--- src/design/u8d_pkg.sv ---
`timescale 1ns / 1ps

package u8d_pkg;

  localparam int unsigned CP_W    = 21;
  localparam int unsigned LEN_W   = 3;
  localparam int unsigned KIND_W  = 2;
  localparam int unsigned QDEPTH  = 4;
  localparam int unsigned QAW     = $clog2(QDEPTH);
  localparam int unsigned QCW     = $clog2(QDEPTH + 1);

  // Error kinds as seen on the result channel
  localparam logic [KIND_W-1:0] KIND_NONE     = 2'd0;
  localparam logic [KIND_W-1:0] KIND_BAD_LEAD = 2'd1;
  localparam logic [KIND_W-1:0] KIND_BAD_CONT = 2'd2;

  // Byte boundaries of the length table and legality rules
  localparam logic [7:0] B_CONT_LO = 8'h80;
  localparam logic [7:0] B_CONT_HI = 8'hBF;
  localparam logic [7:0] B_LEAD2   = 8'hC0;
  localparam logic [7:0] B_LEAD2_OK = 8'hC2;
  localparam logic [7:0] B_LEAD3   = 8'hE0;
  localparam logic [7:0] B_LEAD_ED = 8'hED;
  localparam logic [7:0] B_LEAD4   = 8'hF0;
  localparam logic [7:0] B_LEAD_MAX = 8'hF4;
  localparam logic [7:0] B_LEAD5   = 8'hF8;
  localparam logic [7:0] B_E0_LO   = 8'hA0;
  localparam logic [7:0] B_ED_HI   = 8'h9F;
  localparam logic [7:0] B_F0_LO   = 8'h90;
  localparam logic [7:0] B_F4_HI   = 8'h8F;

  // What the back end must do with one classified byte
  typedef enum logic [2:0] {
    OP_SINGLE   = 3'd0,
    OP_ERR_LEAD = 3'd1,
    OP_ERR_CONT = 3'd2,
    OP_START    = 3'd3,
    OP_CONT     = 3'd4
  } u8d_op_t;

  typedef struct packed {
    u8d_op_t          op;
    logic [7:0]       data;   // byte, lead payload, or continuation bits
    logic [LEN_W-1:0] len;    // sequence length on a start
    logic             last;   // continuation that closes the sequence
  } u8d_rec_t;

endpackage

--- src/design/u8d_channels.sv ---
`timescale 1ns / 1ps

interface u8d_byte_if;
  logic       valid;
  logic       ready;
  logic [7:0] data_byte;
  modport source (output valid, output data_byte, input ready);
  modport sink   (input valid, input data_byte, output ready);
endinterface

interface u8d_result_if;
  logic        valid;
  logic        ready;
  logic [20:0] code_point;
  logic [2:0]  seq_length;
  logic        error_flag;
  logic [1:0]  error_kind;
  modport source (output valid, output code_point, output seq_length,
                  output error_flag, output error_kind, input ready);
  modport sink   (input valid, input code_point, input seq_length,
                  input error_flag, input error_kind, output ready);
endinterface

interface u8d_cfg_if;
  logic valid;
  logic ready;
  logic validate_enable;
  modport source (output valid, output validate_enable, input ready);
  modport sink   (input valid, input validate_enable, output ready);
endinterface

--- src/design/u8d_front.sv ---
`timescale 1ns / 1ps

module u8d_front (
  input  logic              clk,
  input  logic              rst,
  u8d_byte_if.sink          stream,
  u8d_cfg_if.sink           cfg,
  input  logic              q_full,
  output logic              push,
  output u8d_pkg::u8d_rec_t push_rec
);
  import u8d_pkg::*;

  logic       validate_enable;
  logic [1:0] rem;
  logic [1:0] rem_next;
  logic [7:0] lead;
  logic [7:0] lead_next;
  logic       second;
  logic       second_next;
  logic [7:0] b;
  logic       ok;
  logic [7:0] lo;
  logic [7:0] hi;

  assign cfg.ready    = 1'b1;
  assign stream.ready = !q_full;
  assign push         = stream.valid && stream.ready;
  assign b            = stream.data_byte;

  // tighter second-byte window after the special leads
  always_comb begin
    lo = B_CONT_LO;
    hi = B_CONT_HI;
    if (lead == B_LEAD3) begin
      lo = B_E0_LO;
    end else if (lead == B_LEAD_ED) begin
      hi = B_ED_HI;
    end else if (lead == B_LEAD4) begin
      lo = B_F0_LO;
    end else if (lead == B_LEAD_MAX) begin
      hi = B_F4_HI;
    end
  end

  always_comb begin
    ok = (b >= B_CONT_LO) && (b <= B_CONT_HI);
    if (second) begin
      ok = ok && (b >= lo) && (b <= hi);
    end
  end

  always_comb begin
    push_rec.op   = OP_SINGLE;
    push_rec.data = b;
    push_rec.len  = LEN_W'(1);
    push_rec.last = 1'b0;
    rem_next      = rem;
    lead_next     = lead;
    second_next   = second;
    if (rem == 2'd0) begin
      if (b < B_LEAD2) begin
        if (validate_enable && (b >= B_CONT_LO)) begin
          push_rec.op = OP_ERR_LEAD;
        end
      end else if ((b >= B_LEAD5) ||
                   (validate_enable && ((b < B_LEAD2_OK) || (b > B_LEAD_MAX)))) begin
        push_rec.op = OP_ERR_LEAD;
      end else begin
        push_rec.op = OP_START;
        lead_next   = b;
        second_next = 1'b1;
        if (b < B_LEAD3) begin
          push_rec.len  = LEN_W'(2);
          push_rec.data = b ^ B_LEAD2;
          rem_next      = 2'd1;
        end else if (b < B_LEAD4) begin
          push_rec.len  = LEN_W'(3);
          push_rec.data = b ^ B_LEAD3;
          rem_next      = 2'd2;
        end else begin
          push_rec.len  = LEN_W'(4);
          push_rec.data = b ^ B_LEAD4;
          rem_next      = 2'd3;
        end
      end
    end else if (validate_enable && !ok) begin
      push_rec.op = OP_ERR_CONT;
      rem_next    = 2'd0;
      lead_next   = 8'd0;
      second_next = 1'b0;
    end else begin
      push_rec.op   = OP_CONT;
      push_rec.data = b ^ B_CONT_LO;
      push_rec.last = (rem == 2'd1);
      rem_next      = rem - 2'd1;
      second_next   = 1'b0;
    end
  end

  always_ff @(posedge clk) begin
    if (rst) begin
      validate_enable <= 1'b1;
      rem             <= 2'd0;
      lead            <= 8'd0;
      second          <= 1'b0;
    end else begin
      if (cfg.valid && cfg.ready) begin
        validate_enable <= cfg.validate_enable;
      end
      if (push) begin
        rem    <= rem_next;
        lead   <= lead_next;
        second <= second_next;
      end
    end
  end

endmodule

--- src/design/u8d_queue.sv ---
`timescale 1ns / 1ps

module u8d_queue (
  input  logic              clk,
  input  logic              rst,
  input  logic              push,
  input  u8d_pkg::u8d_rec_t push_rec,
  output logic              full,
  input  logic              pop,
  output logic              empty,
  output u8d_pkg::u8d_rec_t head
);
  import u8d_pkg::*;

  u8d_rec_t         mem [QDEPTH];
  logic [QAW-1:0]   wptr;
  logic [QAW-1:0]   rptr;
  logic [QCW-1:0]   count;

  assign full  = (count == QCW'(QDEPTH));
  assign empty = (count == '0);
  assign head  = mem[rptr];

  always_ff @(posedge clk) begin
    if (push) begin
      mem[wptr] <= push_rec;
    end
  end

  always_ff @(posedge clk) begin
    if (rst) begin
      wptr  <= '0;
      rptr  <= '0;
      count <= '0;
    end else begin
      if (push) begin
        wptr <= wptr + QAW'(1);
      end
      if (pop) begin
        rptr <= rptr + QAW'(1);
      end
      if (push && !pop) begin
        count <= count + QCW'(1);
      end else if (pop && !push) begin
        count <= count - QCW'(1);
      end
    end
  end

endmodule

--- src/design/u8d_back.sv ---
`timescale 1ns / 1ps

module u8d_back (
  input  logic              clk,
  input  logic              rst,
  input  logic              empty,
  input  u8d_pkg::u8d_rec_t head,
  output logic              pop,
  u8d_result_if.source      decoded
);
  import u8d_pkg::*;

  logic [CP_W-1:0]  partial;
  logic [LEN_W-1:0] total;
  logic [CP_W-1:0]  shifted;
  logic             emit;
  logic [CP_W-1:0]  cp_next;
  logic [LEN_W-1:0] len_next;
  logic [KIND_W-1:0] kind_next;

  // output register may take a new result when empty or being drained
  assign pop     = !empty && (!decoded.valid || decoded.ready);
  assign shifted = {partial[CP_W-7:0], 6'b0} | {{(CP_W-8){1'b0}}, head.data};

  always_comb begin
    emit      = 1'b0;
    cp_next   = '0;
    len_next  = '0;
    kind_next = KIND_NONE;
    case (head.op)
      OP_SINGLE: begin
        emit     = 1'b1;
        cp_next  = {{(CP_W-8){1'b0}}, head.data};
        len_next = LEN_W'(1);
      end
      OP_ERR_LEAD: begin
        emit      = 1'b1;
        kind_next = KIND_BAD_LEAD;
      end
      OP_ERR_CONT: begin
        emit      = 1'b1;
        kind_next = KIND_BAD_CONT;
      end
      OP_CONT: begin
        emit     = head.last;
        cp_next  = shifted;
        len_next = total;
      end
      default: begin
        emit = 1'b0;
      end
    endcase
  end

  always_ff @(posedge clk) begin
    if (pop) begin
      case (head.op)
        OP_START: begin
          partial <= {{(CP_W-8){1'b0}}, head.data};
          total   <= head.len;
        end
        OP_CONT: begin
          partial <= shifted;
        end
        default: begin
          partial <= '0;
          total   <= '0;
        end
      endcase
    end
    if (pop && emit) begin
      decoded.code_point <= cp_next;
      decoded.seq_length <= len_next;
      decoded.error_flag <= (kind_next != KIND_NONE);
      decoded.error_kind <= kind_next;
    end
  end

  always_ff @(posedge clk) begin
    if (rst) begin
      decoded.valid <= 1'b0;
    end else if (pop) begin
      decoded.valid <= emit;
    end else if (decoded.ready) begin
      decoded.valid <= 1'b0;
    end
  end

endmodule

--- src/design/utf8_stream_decoder.sv ---
`timescale 1ns / 1ps

// UTF-8 stream decoder with optional legality checking.
//
// stream  : one raw byte per beat (data_byte). Accepted when valid && ready.
// cfg     : write beat carrying validate_enable (reset 1). Write it only
//           while no sequence is in flight and the result channel is drained.
// decoded : at most one result per input byte: code_point, seq_length,
//           error_flag, error_kind. A multi-byte sequence yields one result
//           on its final byte; leading bytes yield none.
//
// Throughput is one byte per cycle while the queue is not full. An accepted
// byte goes through the classification queue and then the output register before
// its result beat. The front end checks each byte against the sequence
// state and pushes a classified record into a four-entry queue; the back end
// assembles the code point and loads the output register.
// When the receiver stalls, the output register holds, the queue fills and
// stream.ready drops once four records wait. Reset empties the queue, clears
// the output valid, returns the decoder to idle and sets validate_enable.
module utf8_stream_decoder (
  input  logic          clk,
  input  logic          rst,
  u8d_byte_if.sink      stream,
  u8d_cfg_if.sink       cfg,
  u8d_result_if.source  decoded
);
  import u8d_pkg::*;

  logic     q_full;
  logic     q_empty;
  logic     push;
  logic     pop;
  u8d_rec_t push_rec;
  u8d_rec_t head;

  // classify each byte and track where we are in the sequence
  u8d_front u_front (
    .clk      (clk),
    .rst      (rst),
    .stream   (stream),
    .cfg      (cfg),
    .q_full   (q_full),
    .push     (push),
    .push_rec (push_rec)
  );

  // decouple the byte side from the result side
  u8d_queue u_queue (
    .clk      (clk),
    .rst      (rst),
    .push     (push),
    .push_rec (push_rec),
    .full     (q_full),
    .pop      (pop),
    .empty    (q_empty),
    .head     (head)
  );

  // assemble code points and drive the result register
  u8d_back u_back (
    .clk     (clk),
    .rst     (rst),
    .empty   (q_empty),
    .head    (head),
    .pop     (pop),
    .decoded (decoded)
  );

endmodule

--- src/flat_wrapper.sv ---
// flat-port wrapper written by rule: the top's interface ports become plain ports
module utf8_stream_decoder_flat import u8d_pkg::*;
  (clk, rst, stream_valid, stream_data_byte, stream_ready, cfg_valid, cfg_validate_enable, cfg_ready, decoded_valid, decoded_code_point, decoded_seq_length, decoded_error_flag, decoded_error_kind, decoded_ready);
  u8d_byte_if stream_i ();
  u8d_cfg_if cfg_i ();
  u8d_result_if decoded_i ();
  input  logic clk;
  input  logic rst;
  input wire logic [$bits(stream_i.valid)-1:0] stream_valid;
  input wire logic [$bits(stream_i.data_byte)-1:0] stream_data_byte;
  output wire logic [$bits(stream_i.ready)-1:0] stream_ready;
  input wire logic [$bits(cfg_i.valid)-1:0] cfg_valid;
  input wire logic [$bits(cfg_i.validate_enable)-1:0] cfg_validate_enable;
  output wire logic [$bits(cfg_i.ready)-1:0] cfg_ready;
  output wire logic [$bits(decoded_i.valid)-1:0] decoded_valid;
  output wire logic [$bits(decoded_i.code_point)-1:0] decoded_code_point;
  output wire logic [$bits(decoded_i.seq_length)-1:0] decoded_seq_length;
  output wire logic [$bits(decoded_i.error_flag)-1:0] decoded_error_flag;
  output wire logic [$bits(decoded_i.error_kind)-1:0] decoded_error_kind;
  input wire logic [$bits(decoded_i.ready)-1:0] decoded_ready;
  assign stream_i.valid = stream_valid;
  assign stream_i.data_byte = stream_data_byte;
  assign stream_ready = stream_i.ready;
  assign cfg_i.valid = cfg_valid;
  assign cfg_i.validate_enable = cfg_validate_enable;
  assign cfg_ready = cfg_i.ready;
  assign decoded_valid = decoded_i.valid;
  assign decoded_code_point = decoded_i.code_point;
  assign decoded_seq_length = decoded_i.seq_length;
  assign decoded_error_flag = decoded_i.error_flag;
  assign decoded_error_kind = decoded_i.error_kind;
  assign decoded_i.ready = decoded_ready;
  utf8_stream_decoder u_core (.clk(clk), .rst(rst), .stream(stream_i), .cfg(cfg_i), .decoded(decoded_i));
endmodule
--- config.mk ---
export PLATFORM = sky130hd
export DESIGN_NAME = utf8_stream_decoder_flat
export DESIGN_NICKNAME = d
export VERILOG_FILES = /design/src/design/u8d_pkg.sv /design/src/design/u8d_channels.sv /design/src/design/u8d_front.sv /design/src/design/u8d_queue.sv /design/src/design/u8d_back.sv /design/src/design/utf8_stream_decoder.sv /design/src/flat_wrapper.sv
export SDC_FILE = /design/constraint.sdc
export NUM_CORES = 1
export LEC_CHECK = 0
export BUFFER_PORTS_ARGS = -buffer_cell sky130_fd_sc_hd__buf_4
export CAP_MARGIN = 10
export CORE_UTILIZATION = 55
export DETAILED_ROUTE_END_ITERATION = 8
export PLACE_DENSITY = 0.79
export SYNTH_ARGS = -nofsm -noshare
export SYNTH_HDL_FRONTEND = slang
export SYNTH_SLANG_ARGS = --single-unit
--- constraint.sdc ---
create_clock -name clk -period 8.9 [get_ports clk]
set_clock_uncertainty 0.2 [all_clocks]
set_input_delay 2.225 -clock clk [delete_from_list [all_inputs] [get_ports clk]]
set_output_delay 2.225 -clock clk [all_outputs]
set_load 0.02 [all_outputs]
==> impl_results.md, run 1 <==
* Status: finished, final reports clean
* Final std cells w/o fill at 541
* Antenna Cells at 0
* Drt drc at 0
* Largest cells by area after synthesis: edfxtp_1 (60%), dfxtp_1 (8.4%), mux4_2 (6.4%)
* Placeable Area at 9280 sq um
* R2r setup slk at 5610 ps
* GR Overflow Total at 0
* Flops & latches, synth at 127
* Worst Tran Pin Value at 994 ps
* Critical Path AT at 4140 ps
* DRT Pass-1 Iters at 4
* WL/cell at 17.3 microns
* Reg-to-reg endpoint: u_core.u_back.decoded.code_point[5]
* Worst path top cell family by delay: compound AO/OA/AOI/OAI gates
* Finish-stage setup viols at 0
* Comb power frac at 27.3%
* Initial antenna violation count at 0
* Vias in the first global route at 2,974
* Hold Crit Depth at 2
* Cell taking the most area after synthesis: edfxtp_1
* Max-cap violations at 0
* Die Wd at 99.9 microns
* Number of buffers created by CTS at 17
* P&R area growth vs syn at 17.9%
* Placed Cells at 510
* Post-synth top area share at 59.8%
* Final hold vios at 0
* Seq/Total Area, Yosys at 68.2%
* TritonCTS clock tree: built
* Post-cts gate resize count at 0
* Gate Count Post-Synth at 355
* Post-route cell area at 6210 sq um
* Worst path bufs/invs at 2
* Synth top cells by count: edfxtp_1 (105), dfxtp_1 (22), and3_1 (19), nor2_1 (19), and2_1 (18)
* Post-Syn Nets at 381
* Clock tree buffer depth at 2
* Starting Density at 56.8%
* Routability-driven placement congestion ratio at 0.878
* Power per cell area at 348 nW/um^2
* Post-DP HPWL at 6120 microns
* Clock insertion delay at the later pin of the skew report at 510 ps
* Clock power share at 29.7%
* Main synth FF type: edfxtp_1
* Final worst slack at 4850 ps
* Crit path max-delay cell type: a211oi_2
* Worst R2R Path Depth at 5
* WL final at 9350 microns
* CP Capture Type: flop
* Layout cell share with drive strength beyond 1 at 24.5%
* Slew headroom at 33.6%
* Crit-path max FO at 16
* Vias post-DR at 3,005
* I/O Pins at 44
* Clk slew on worst S/H paths at 60 ps
* Sw Ratio at 31.1%
* RSZ-0062 raised after global routing: false
* Largest net degree at the start of global routing at 28
* Mean Syn Cell Area at 14.9 sq um
* Min Clock Period, post-route at 4050 ps
* Worst Setup Start Kind: primary input
* CP cell instances: buf_4 > inv_1 > ha_1 > nand4_1 > a211oi_2 > mux2i_1
* # rows at 35
* Die H at 99.9 microns
* H-tree levels at 4
* Hold Startpoint: u_core.u_front.lead[1]
* Sw Pwr at 672 uW
* Tot GR Track Use at 20.8%
* Min-delay worst type: flop to flop
* Post-Syn Area at 5270 sq um
* Critical path class: primary input to flop
* Slew Viols, Final at 0
* Crit path largest cell delay at 860 ps
* Postcts setup bufs at 0
* Max IR drop VDD at 0.000152 V
* Synth cell types at 49
* Setup TNS at 0 ps
* Post-route ant nets at 0
* Sequential Power Share at 43.0%
* Detailed router's first-iteration violation count at 169
* First-pass GRT wire length at 15,000 microns
* DP Worst Slack at 4360 ps
* Placed instance area at 5660 sq um
* P_int at 1.49 mW
* Yosys warns at 0
* Layout Nets at 426
* Root buf cell: clkbuf_8
* WHS Endpoint: u_core.u_front.lead[1]
* Fmax at 247 MHz
* Leakage dissipation at 2.29 nW
* Ys async rst share at 0%
* Post-synth EDFFs at 105
* CTS Hold Bufs at 0
* Part of the cycle the worst path needs at 45.5%
* I/O Buffers at 42
* Count leader, synth: edfxtp_1
* Die area at 9980 sq um
* CP required at 8990 ps
* Vias per inst at 5.55
* TritonCTS Sinks at 127
-- worst reg2reg max path, cell delays in order, from the launching register on --
cell and delay [ps]:
dfxtp_1 950, mux4_2 740, nor2_4 410, a21oi_1 180, nor2_2 120, buf_4 330
-- area by class of cell --
| cell class | instances | area (sq um) |
|---|---|---|
| Timing Repair Buffer | 43 | 323 |
| Tap cell | 129 | 161 |
| Fill cell | 650 | 3070 |
| Multi-Input combinational cell | 194 | 1510 |
| Clock buffer | 17 | 414 |
| Sequential cell | 127 | 3590 |
| Clock inverter | 14 | 145 |
| Inverter | 17 | 63.8 |
-- logic make-up (layout without fill, tap and decap cells) --
kind of cell,Yosys count,after routing,synth area share (%)
xor+xnor,5,5,0.831
simple gates,110,110,12.0
flops,127,127,68.2
fa+ha+maj,12,12,2.99
buf+inv,34,91,3.18
compound gates,48,48,5.77
mux,18,18,6.98
other cells,1,1,0.0711
-- metal layers --
metal | track usage (%) | share of wire (%) | vias up | wire (microns)
met5 | 0 | 0 | - | 0
met4 | 9.50 | 1.4 | 0 | 130
met1 | 25.9 | 44 | 1480 | 4080
met2 | 33.6 | 51 | 99 | 4730
met3 | 6.41 | 4.4 | 10 | 412
li1 | - | - | 1416 | -
-- sequential cells by signal (all words and copies together) (netlist names), named ones only --
| name | flops |
|---|---|
| u_core.u_front.rem | 2 |
| u_core.u_queue.count | 3 |
| u_core.u_back.decoded.error_flag | 1 |
| u_core.u_front.lead | 8 |
| u_core.u_front.validate_enable | 1 |
| u_core.u_queue.wptr | 2 |
| u_core.u_back.decoded.error_kind | 2 |
| u_core.u_front.second | 1 |
| u_core.u_back.total | 3 |
| u_core.u_back.decoded.valid | 1 |
| u_core.u_queue.mem | 60 |
| u_core.u_back.decoded.code_point | 21 |
| u_core.u_back.decoded.seq_length | 3 |
| u_core.u_queue.rptr | 2 |
| u_core.u_back.partial | 15 |
-- worst max path at each step --
stage	start	end	slack (ps)	cells after the start
2_1_floorplan	decoded_ready	u_core.u_back.decoded.code_point[0]	4650	3
3_3_place_gp	decoded_ready	u_core.u_queue.count[2]	4530	9
3_5_place_dp	stream_data_byte[1]	u_core.u_queue.mem[2][11]	4360	5
4_1_cts	stream_data_byte[4]	u_core.u_queue.mem[2][11]	4860	6
5_1_grt	stream_data_byte[1]	u_core.u_queue.mem[2][11]	4630	5
6_report	stream_data_byte[4]	u_core.u_queue.mem[2][11]	4850	6
-- cells in the final DEF (no fill, tap or decap), drive strengths merged, types with 3 or more instances in the layout --
master    Yosys  routed
a21oi        16      16
nor3b         4       4
nand2b        5       5
buf          13      43
mux2i         3       3
inv          17      18
nand4         3       3
or2           3       3
a211oi        5       5
nand2        13      13
o21a          3       3
nor2b         6       6
and2         19      19
clkinvlp      0       4
nand3         3       3
ha           11      11
nor3          5       5
clkinv        0       7
and3         19      19
or3           7       7
nor2         21      21
o21ai        15      15
clkbuf        4      17
edfxtp      105     105
xor2          3       3
mux4         15      15
dfxtp        22      22
-- power groups by stage --
stage / Clock (mW) / Combinational (mW) / Sequential (mW)
final: 0.641 / 0.591 / 0.929
after global routing: 0.672 / 0.643 / 0.947
after CTS: 0.649 / 0.596 / 0.932
after detailed placement: 0 / 0.590 / 0.943
after global placement: 0 / 0.570 / 0.934
after floorplan: 0 / 0.342 / 0.993
-- stage by stage --
| step | hold WS (ps) | utilization [%] | power, mW |
|---|---|---|---|
| 3_5_place_dp | 269 | 60.9 | 1.53 |
| 6_report | 278 | 66.9 | 2.16 |
| 5_1_grt | 289 | 66.9 | 2.26 |
| 2_1_floorplan | 237 | - | 1.34 |
| 3_3_place_gp | 260 | 60.9 | 1.50 |
| 4_1_cts | 276 | 66.9 | 2.18 |
(Power assumes the default switching activity.)
==> run 2, diff against run 1 <==
Clock period 8.9 ns to 4.03 ns, I/O delays scaled along.
==> run 2 against run 1 <==
Compared with the run above: clock-buffer cell count did not move; largest cell class unchanged; clock power grew 150%; cell count is 0.74% higher; sequential cell count is the same; worst setup slack worse by 3700 ps; worst hold slack gained 0.59 ps; first-iteration DRC count fell by 30%; via count up 0.23%; critical path depth is 1 lower; die area is the same; cell area rose by 1.4%; highest routed layer unchanged.
==> impl_results.md, run 2 (same netlist as run 1, synthesis figures left out) <==
* Status: finished, final reports clean
* WHS Endpoint: u_core.u_front.lead[1]
* Min-delay worst type: flop to flop
* WL/cell at 17.2 microns (-0.60%)
* Hold slack at 278 ps (+0.588 ps)
* CP required at 4020 ps (-4970 ps)
* Commonest non-fill, non-tap cells in the layout: edfxtp_1 (105), buf_4 (46), dfxtp_1 (22), and3_1 (19)
* Critical Path AT at 2900 ps (-1240 ps)
* Post-route ant nets at 0 (unchanged)
* Clock insertion delay at the later pin of the skew report at 520 ps (about the same)
* I/O Buffers at 42 (unchanged)
* Min Clock Period, post-route at 2910 ps
* Vias post-DR at 3,012 (+0.23%)
* Drt drc at 0 (unchanged)
* Worst Tran Pin Value at 873 ps (-122 ps)
* Max reg flops at 60 (unchanged)
* CP Capture Type: flop
* WL final at 9370 microns (+0.14%)
* Hold Startpoint: u_core.u_front.lead[1]
* Placed Cells at 513 (+0.59%)
* Finish-stage setup viols at 0 (unchanged)
* Slew Viols, Final at 0 (unchanged)
* P&R area growth vs syn at 19.5%
* Top reg by flops: u_core.u_queue.mem
* Tot GR Track Use at 20.7% (-0.070 points)
* Crit path max-delay cell type: mux4_2
* Worst Setup Start Kind: flop
* Number of buffers created by CTS at 17 (unchanged)
* Initial antenna violation count at 0 (unchanged)
* Power per cell area at 786 nW/um^2 (+130%)
* Root buf cell: clkbuf_8
* Post-layout util at 67.9% (+0.93 points)
* Final hold vios at 0 (unchanged)
* Part of the cycle the worst path needs at 72.3%
* Critical path class: flop to flop
* # rows at 35 (unchanged)
* Fmax at 343 MHz
* Final std cells w/o fill at 545 (+0.74%)
* Setup TNS at 0 ps (unchanged)
* First-pass GRT wire length at 14,900 microns (-0.83%)
* Routability-driven placement congestion ratio at 0.866 (-1.4%)
* Post-DP HPWL at 5970 microns (-2.4%)
* Starting Density at 56.8% (unchanged)
* H-tree levels at 4 (unchanged)
* Placeable Area at 9280 sq um (unchanged)
* Die H at 99.9 microns (unchanged)
* R2r setup slk at 1120 ps (-4490 ps)
* Commonest non-fill, non-tap cell in the layout: edfxtp_1
* TritonCTS Sinks at 127 (unchanged)
* TritonCTS clock tree: built
* DRT Pass-1 Iters at 4 (unchanged)
* Postcts setup bufs at 0 (unchanged)
* Total power at 4.95 mW (+130%)
* RSZ-0062 raised after global routing: false
* Vias per inst at 5.53 (-0.50%)
* Detailed router's first-iteration violation count at 119 (-30%)
* Reg-to-reg endpoint: u_core.u_back.decoded.code_point[9]
* I/O Pins at 44 (unchanged)
* Clk slew on worst S/H paths at 60 ps (about the same)
* Max IR drop VDD at 0.000383 V (+150%)
* Max-cap violations at 0 (unchanged)
* Die Wd at 99.9 microns (unchanged)
* Leakage dissipation at 2.35 nW (+2.5%)
* Crit path largest cell delay at 680 ps (-180 ps)
* Antenna Cells at 0 (unchanged)
* Crit-path max FO at 27 (+11)
* Die area at 9980 sq um (unchanged)
* CP cell instances: mux4_2 > nor2_4 > a21oi_1 > nor2_2 > buf_4
* Largest net degree at the start of global routing at 28 (unchanged)
* Layout cell share with drive strength beyond 1 at 25.2% (+0.73 points)
* Layout Nets at 429 (+0.70%)
* Fillers at 659 (+1.4%)
* CTS Hold Bufs at 0 (unchanged)
* Vias in the first global route at 2,994 (+0.67%)
* Biggest regs: u_core.u_queue.mem: 60 flops, u_core.u_back.decoded.code_point: 21 flops, u_core.u_back.partial: 15 flops
* Hold Crit Depth at 2 (unchanged)
* Post-cts gate resize count at 0 (unchanged)
* Clock tree buffer depth at 2 (unchanged)
* Worst R2R Path Depth at 5 (unchanged)
* Slew headroom at 41.5% (+8.0 points)
* GR Overflow Total at 0 (unchanged)
-- run 2: cell types whose count changed in the layout (fill, tap and decap cells not counted), sizes merged --
cell      delta
buf          +3
bufinv       +2
clkinvlp     -4
inv          +3
-- run 2: area by class of cell --
cell class	count	area, sq um	area share, %
Clock buffer	17	414	6.57
Clock inverter	15	209	3.32
Inverter	17	63.8	1.01
Multi-Input combinational cell	194	1510	24.0
Sequential cell	127	3590	57.0
Tap cell	129	161	2.56
Timing Repair Buffer	46	345	5.48
-- run 2: how the worst max path moves through the flow --
| stage | start | end | slack, ps | cells after the start |
|---|---|---|---|---|
| final | flop | u_core.u_back.decoded.code_point[9] | 1120 | 5 |
| after CTS | flop | u_core.u_back.decoded.code_point[2] | 1060 | 5 |
| after global placement | decoded_ready | u_core.u_queue.count[2] | 960 | 9 |
| after global routing | flop | u_core.u_back.decoded.code_point[5] | 870 | 5 |
| after detailed placement | decoded_ready | u_core.u_queue.count[2] | 820 | 9 |
| after floorplan | flop | u_core.u_back.decoded.code_point[0] | 970 | 6 |
-- run 2: critical path, delay by kind of cell, from the launching register on --
kind            cells  cell delay (ps)
mux                 1              680
flops               1              640
simple gates        2              520
buf+inv             1              330
compound gates      1              190
-- run 2: routing by layer --
layer,GRT usage [%],routed length (microns),part of all wire [%]
met1,23.2,3790,40
met2,36.0,4920,53
met3,5.57,487,5.2
met4,11.5,165,1.8
met5,0,0,0
-- run 2: per-stage QoR --
stage                     cell area, sq um  setup WS [ps]
after global routing                  6300            872
after global placement                5680            963
after floorplan                       5270            967
final                                 6300           1120
after detailed placement              5680            818
after CTS                             6300           1060
-- run 2: power by group --
part | switching [mW] | internal, mW | total, mW
Combinational | 0.817 | 0.528 | 1.34
Clock | 0.568 | 1.01 | 1.58
Sequential | 0.128 | 1.90 | 2.02
==> run 3, diff against run 2 <==
Settings changed: ABC_AREA set to 1.
Clock period 4.03 ns to 3 ns, I/O delays scaled along.
==> run 3 against run 2 <==
Compared with the run above: die area grew 0.58%; sequential cell count is the same; cell count grew 24%; area after synthesis grew 0.59%; global-route usage shrank 0.26 points; critical path depth grew 7; clock-buffer cell count grew 1; via count grew 16%; register-to-register slack lost 780 ps; highest routed layer unchanged.
==> impl_results.md, run 3 <==
* GR Overflow Total at 0 (unchanged)
* Reg-to-reg endpoint: u_core.u_queue.mem[2][11]
* P_int at 4.61 mW (+34%)
* Die area at 10,000 sq um (+0.58%)
* Min Clock Period, post-route at 2660 ps (-253 ps)
* Hold slack at 231 ps (-46.9 ps)
* Clock tree buffer depth at 2 (unchanged)
* Final hold vios at 0 (unchanged)
* Synth top cells by count: edfxtp_1 (105), nand2_1 (77), nor2_1 (69), inv_1 (56), a21oi_1 (37)
* Post-Syn Area at 5300 sq um (+0.59%)
* Post-cts gate resize count at 0 (unchanged)
* P&R area growth vs syn at 20.8%
* Ys async rst share at 0% (unchanged)
* Layout Nets at 561 (+31%)
* WHS Endpoint: u_core.u_front.validate_enable
* Final worst slack at 339 ps (-777 ps)
* First-pass GRT wire length at 15,300 microns (+2.5%)
* Max IR drop VDD at 0.000761 V (+99%)
* CP required at 3120 ps (-900 ps)
* Crit-path max FO at 5 (-81%)
* Critical Path AT at 2780 ps (-120 ps)
* RSZ-0062 raised after global routing: false
* Top reg by flops: u_core.u_queue.mem
* TritonCTS Sinks at 127 (unchanged)
* Vias post-DR at 3,479 (+16%)
* Clock insertion delay at the later pin of the skew report at 520 ps (about the same)
* Post-layout util at 69.0% (+1.1 points)
* Sw Pwr at 2.39 mW (+58%)
* Finish-stage setup viols at 0 (unchanged)
* CTS Hold Bufs at 0 (unchanged)
* Die Wd at 100 microns (+0.29%)
* Min-delay worst type: primary input to flop
* Cell taking the most area after synthesis: edfxtp_1
* Post-route ant nets at 0 (unchanged)
* Slew Viols, Final at 0 (unchanged)
* Count leader, synth: edfxtp_1
* R2r setup slk at 340 ps (-780 ps)
* Fillers at 657 (-0.30%)
* Starting Density at 57.1% (+0.34 points)
* Postcts setup bufs at 0 (unchanged)
* Vias in the first global route at 3,302 (+10%)
* Critical path class: flop to flop
* Drt drc at 0 (unchanged)
* Layout cell share with drive strength beyond 1 at 19.7% (-5.5 points)
* Vias per inst at 5.14 (-7.0%)
* Antenna Cells at 0 (unchanged)
* Detailed router's first-iteration violation count at 314 (+160%)
* Part of the cycle the worst path needs at 88.7% (+16 points)
* Commonest non-fill, non-tap cell in the layout: edfxtp_1
* Synth cell types at 36 (-27%)
* WL/cell at 13.9 microns (-19%)
* DRT Pass-1 Iters at 5 (+1)
* Setup TNS at 0 ps (unchanged)
* Seq/Total Area, Yosys at 67.8% (-0.40 points)
* Routability-driven placement congestion ratio at 0.881 (+1.8%)
* Worst Setup Start Kind: flop
* WL final at 9420 microns (+0.58%)
* Post-DP HPWL at 6220 microns (+4.2%)
* Placed instance area at 5810 sq um (+2.2%)
* Number of buffers created by CTS at 17 (unchanged)
* Sequential Power Share at 39.4% (-1.5 points)
* H-tree levels at 4 (unchanged)
* Largest cells by area after synthesis: edfxtp_1 (59%), dfxtp_1 (8.3%), nand2_1 (5.4%)
* DP Worst Slack at 360 ps (-458 ps)
* Max reg flops at 60 (unchanged)
* Status: finished, final reports clean
* Initial antenna violation count at 0 (unchanged)
* Flops & latches, synth at 127 (unchanged)
* Power per cell area at 1090 nW/um^2 (+39%)
* Root buf cell: clkbuf_8
* # rows at 35 (unchanged)
* RR Startpoint: u_core.u_front.lead[1]
* Post-Syn Nets at 502 (+32%)
* Clk slew on worst S/H paths at 60 ps (about the same)
* Placeable Area at 9280 sq um (unchanged)
* Biggest regs: u_core.u_queue.mem: 60 flops, u_core.u_back.decoded.code_point: 21 flops, u_core.u_back.partial: 15 flops
* Sw Ratio at 34.2% (+3.6 points)
* I/O Buffers at 42 (unchanged)
* Post-synth top area share at 59.4% (-0.35 points)
* Main synth FF type: edfxtp_1
* Tot GR Track Use at 20.5% (-0.26 points)
* Post-synth EDFFs at 105 (unchanged)
* Die H at 100 microns (+0.29%)
* Clock power share at 29.1% (-2.8 points)
* Hold Crit Depth at 2 (unchanged)
* I/O Pins at 44 (unchanged)
* Gate Count Post-Synth at 476 (+34%)
* Hold Startpoint: cfg_valid
* Commonest non-fill, non-tap cells in the layout: edfxtp_1 (105), nand2_1 (77), nor2_1 (69), inv_1 (56), buf_4 (51)
* Comb power frac at 31.5% (+4.3 points)
* Yosys warns at 0 (unchanged)
* Mean Syn Cell Area at 11.1 sq um (-25%)
* Max-cap violations at 0 (unchanged)
* Post-route cell area at 6400 sq um (+1.6%)
* Worst R2R Path Depth at 12 (+7)
* CP Capture Type: flop
* TritonCTS clock tree: built
* Leakage dissipation at 2.59 nW (+10%)
* Fmax at 376 MHz (+9.5%)
* Largest net degree at the start of global routing at 25 (-11%)
-- run 3: cell types whose count changed after synthesis, sizes merged, moves of 19 or more --
cell,delta
a21oi,+21
nor2,+53
inv,+44
and3,-19
and2,-19
nand2,+71
-- run 3: metrics by stage --
stage                     cells  power, mW
after floorplan             476       4.25
after CTS                   677       7.06
after detailed placement    645       5.00
after global placement      645       4.91
final                       677       7.00
after global routing        677       7.38
-- run 3: worst max path at each step --
stage,from,depth (start not counted),slack [ps],to
3_5_place_dp,u_core.u_front.lead[1],14,360,u_core.u_front.rem[0]
2_1_floorplan,decoded_ready,8,230,u_core.u_queue.count[1]
4_1_cts,u_core.u_front.lead[1],14,340,u_core.u_front.rem[0]
6_report,u_core.u_front.lead[1],12,340,u_core.u_queue.mem[2][11]
5_1_grt,u_core.u_front.lead[1],14,120,u_core.u_front.rem[0]
3_3_place_gp,decoded_ready,11,470,u_core.u_queue.count[2]
-- run 3: layout make-up --
type,count,area [sq um],share of cell area (%)
Inverter,62,234,3.65
Multi-Input combinational cell,275,1410,22.1
Timing Repair Buffer,52,403,6.29
Clock buffer,18,418,6.52
Tap cell,129,161,2.52
Sequential cell,127,3590,56.1
Clock inverter,14,181,2.83
-- run 3: critical path: stages (launching register included) --
cell     delay, ps
dfxtp_1        320
or2_2          310
nor4_1         380
a41o_1         150
ha_1           240
a21o_1         180
nand2_1         60
nand2_1         50
nand2_1         50
nand2_1         40
nand2_1         70
nand2_1        130
a21oi_1        290
-- run 3: logic make-up after synthesis --
group | synth area share (%)
buf+inv | 5.71
fa+ha+maj | 2.97
simple gates | 14.8
flops | 67.8
other cells | 0.0707
compound gates | 8.49
xor+xnor | 0.165
-- run 3: routing by layer --
layer | track usage [%] | wire [microns]
met5 | 0 | 0
met4 | 10.3 | 178
met3 | 5.92 | 553
met1 | 24.2 | 3920
met2 | 34.3 | 4760
-- run 3: power by group through the flow --
stage	logic, mW	registers [mW]	clock network [mW]
2_1_floorplan	1.24	3.01	0
3_3_place_gp	2.13	2.78	0
3_5_place_dp	2.20	2.80	0
4_1_cts	2.22	2.76	2.07
5_1_grt	2.44	2.80	2.14
6_report	2.20	2.76	2.04
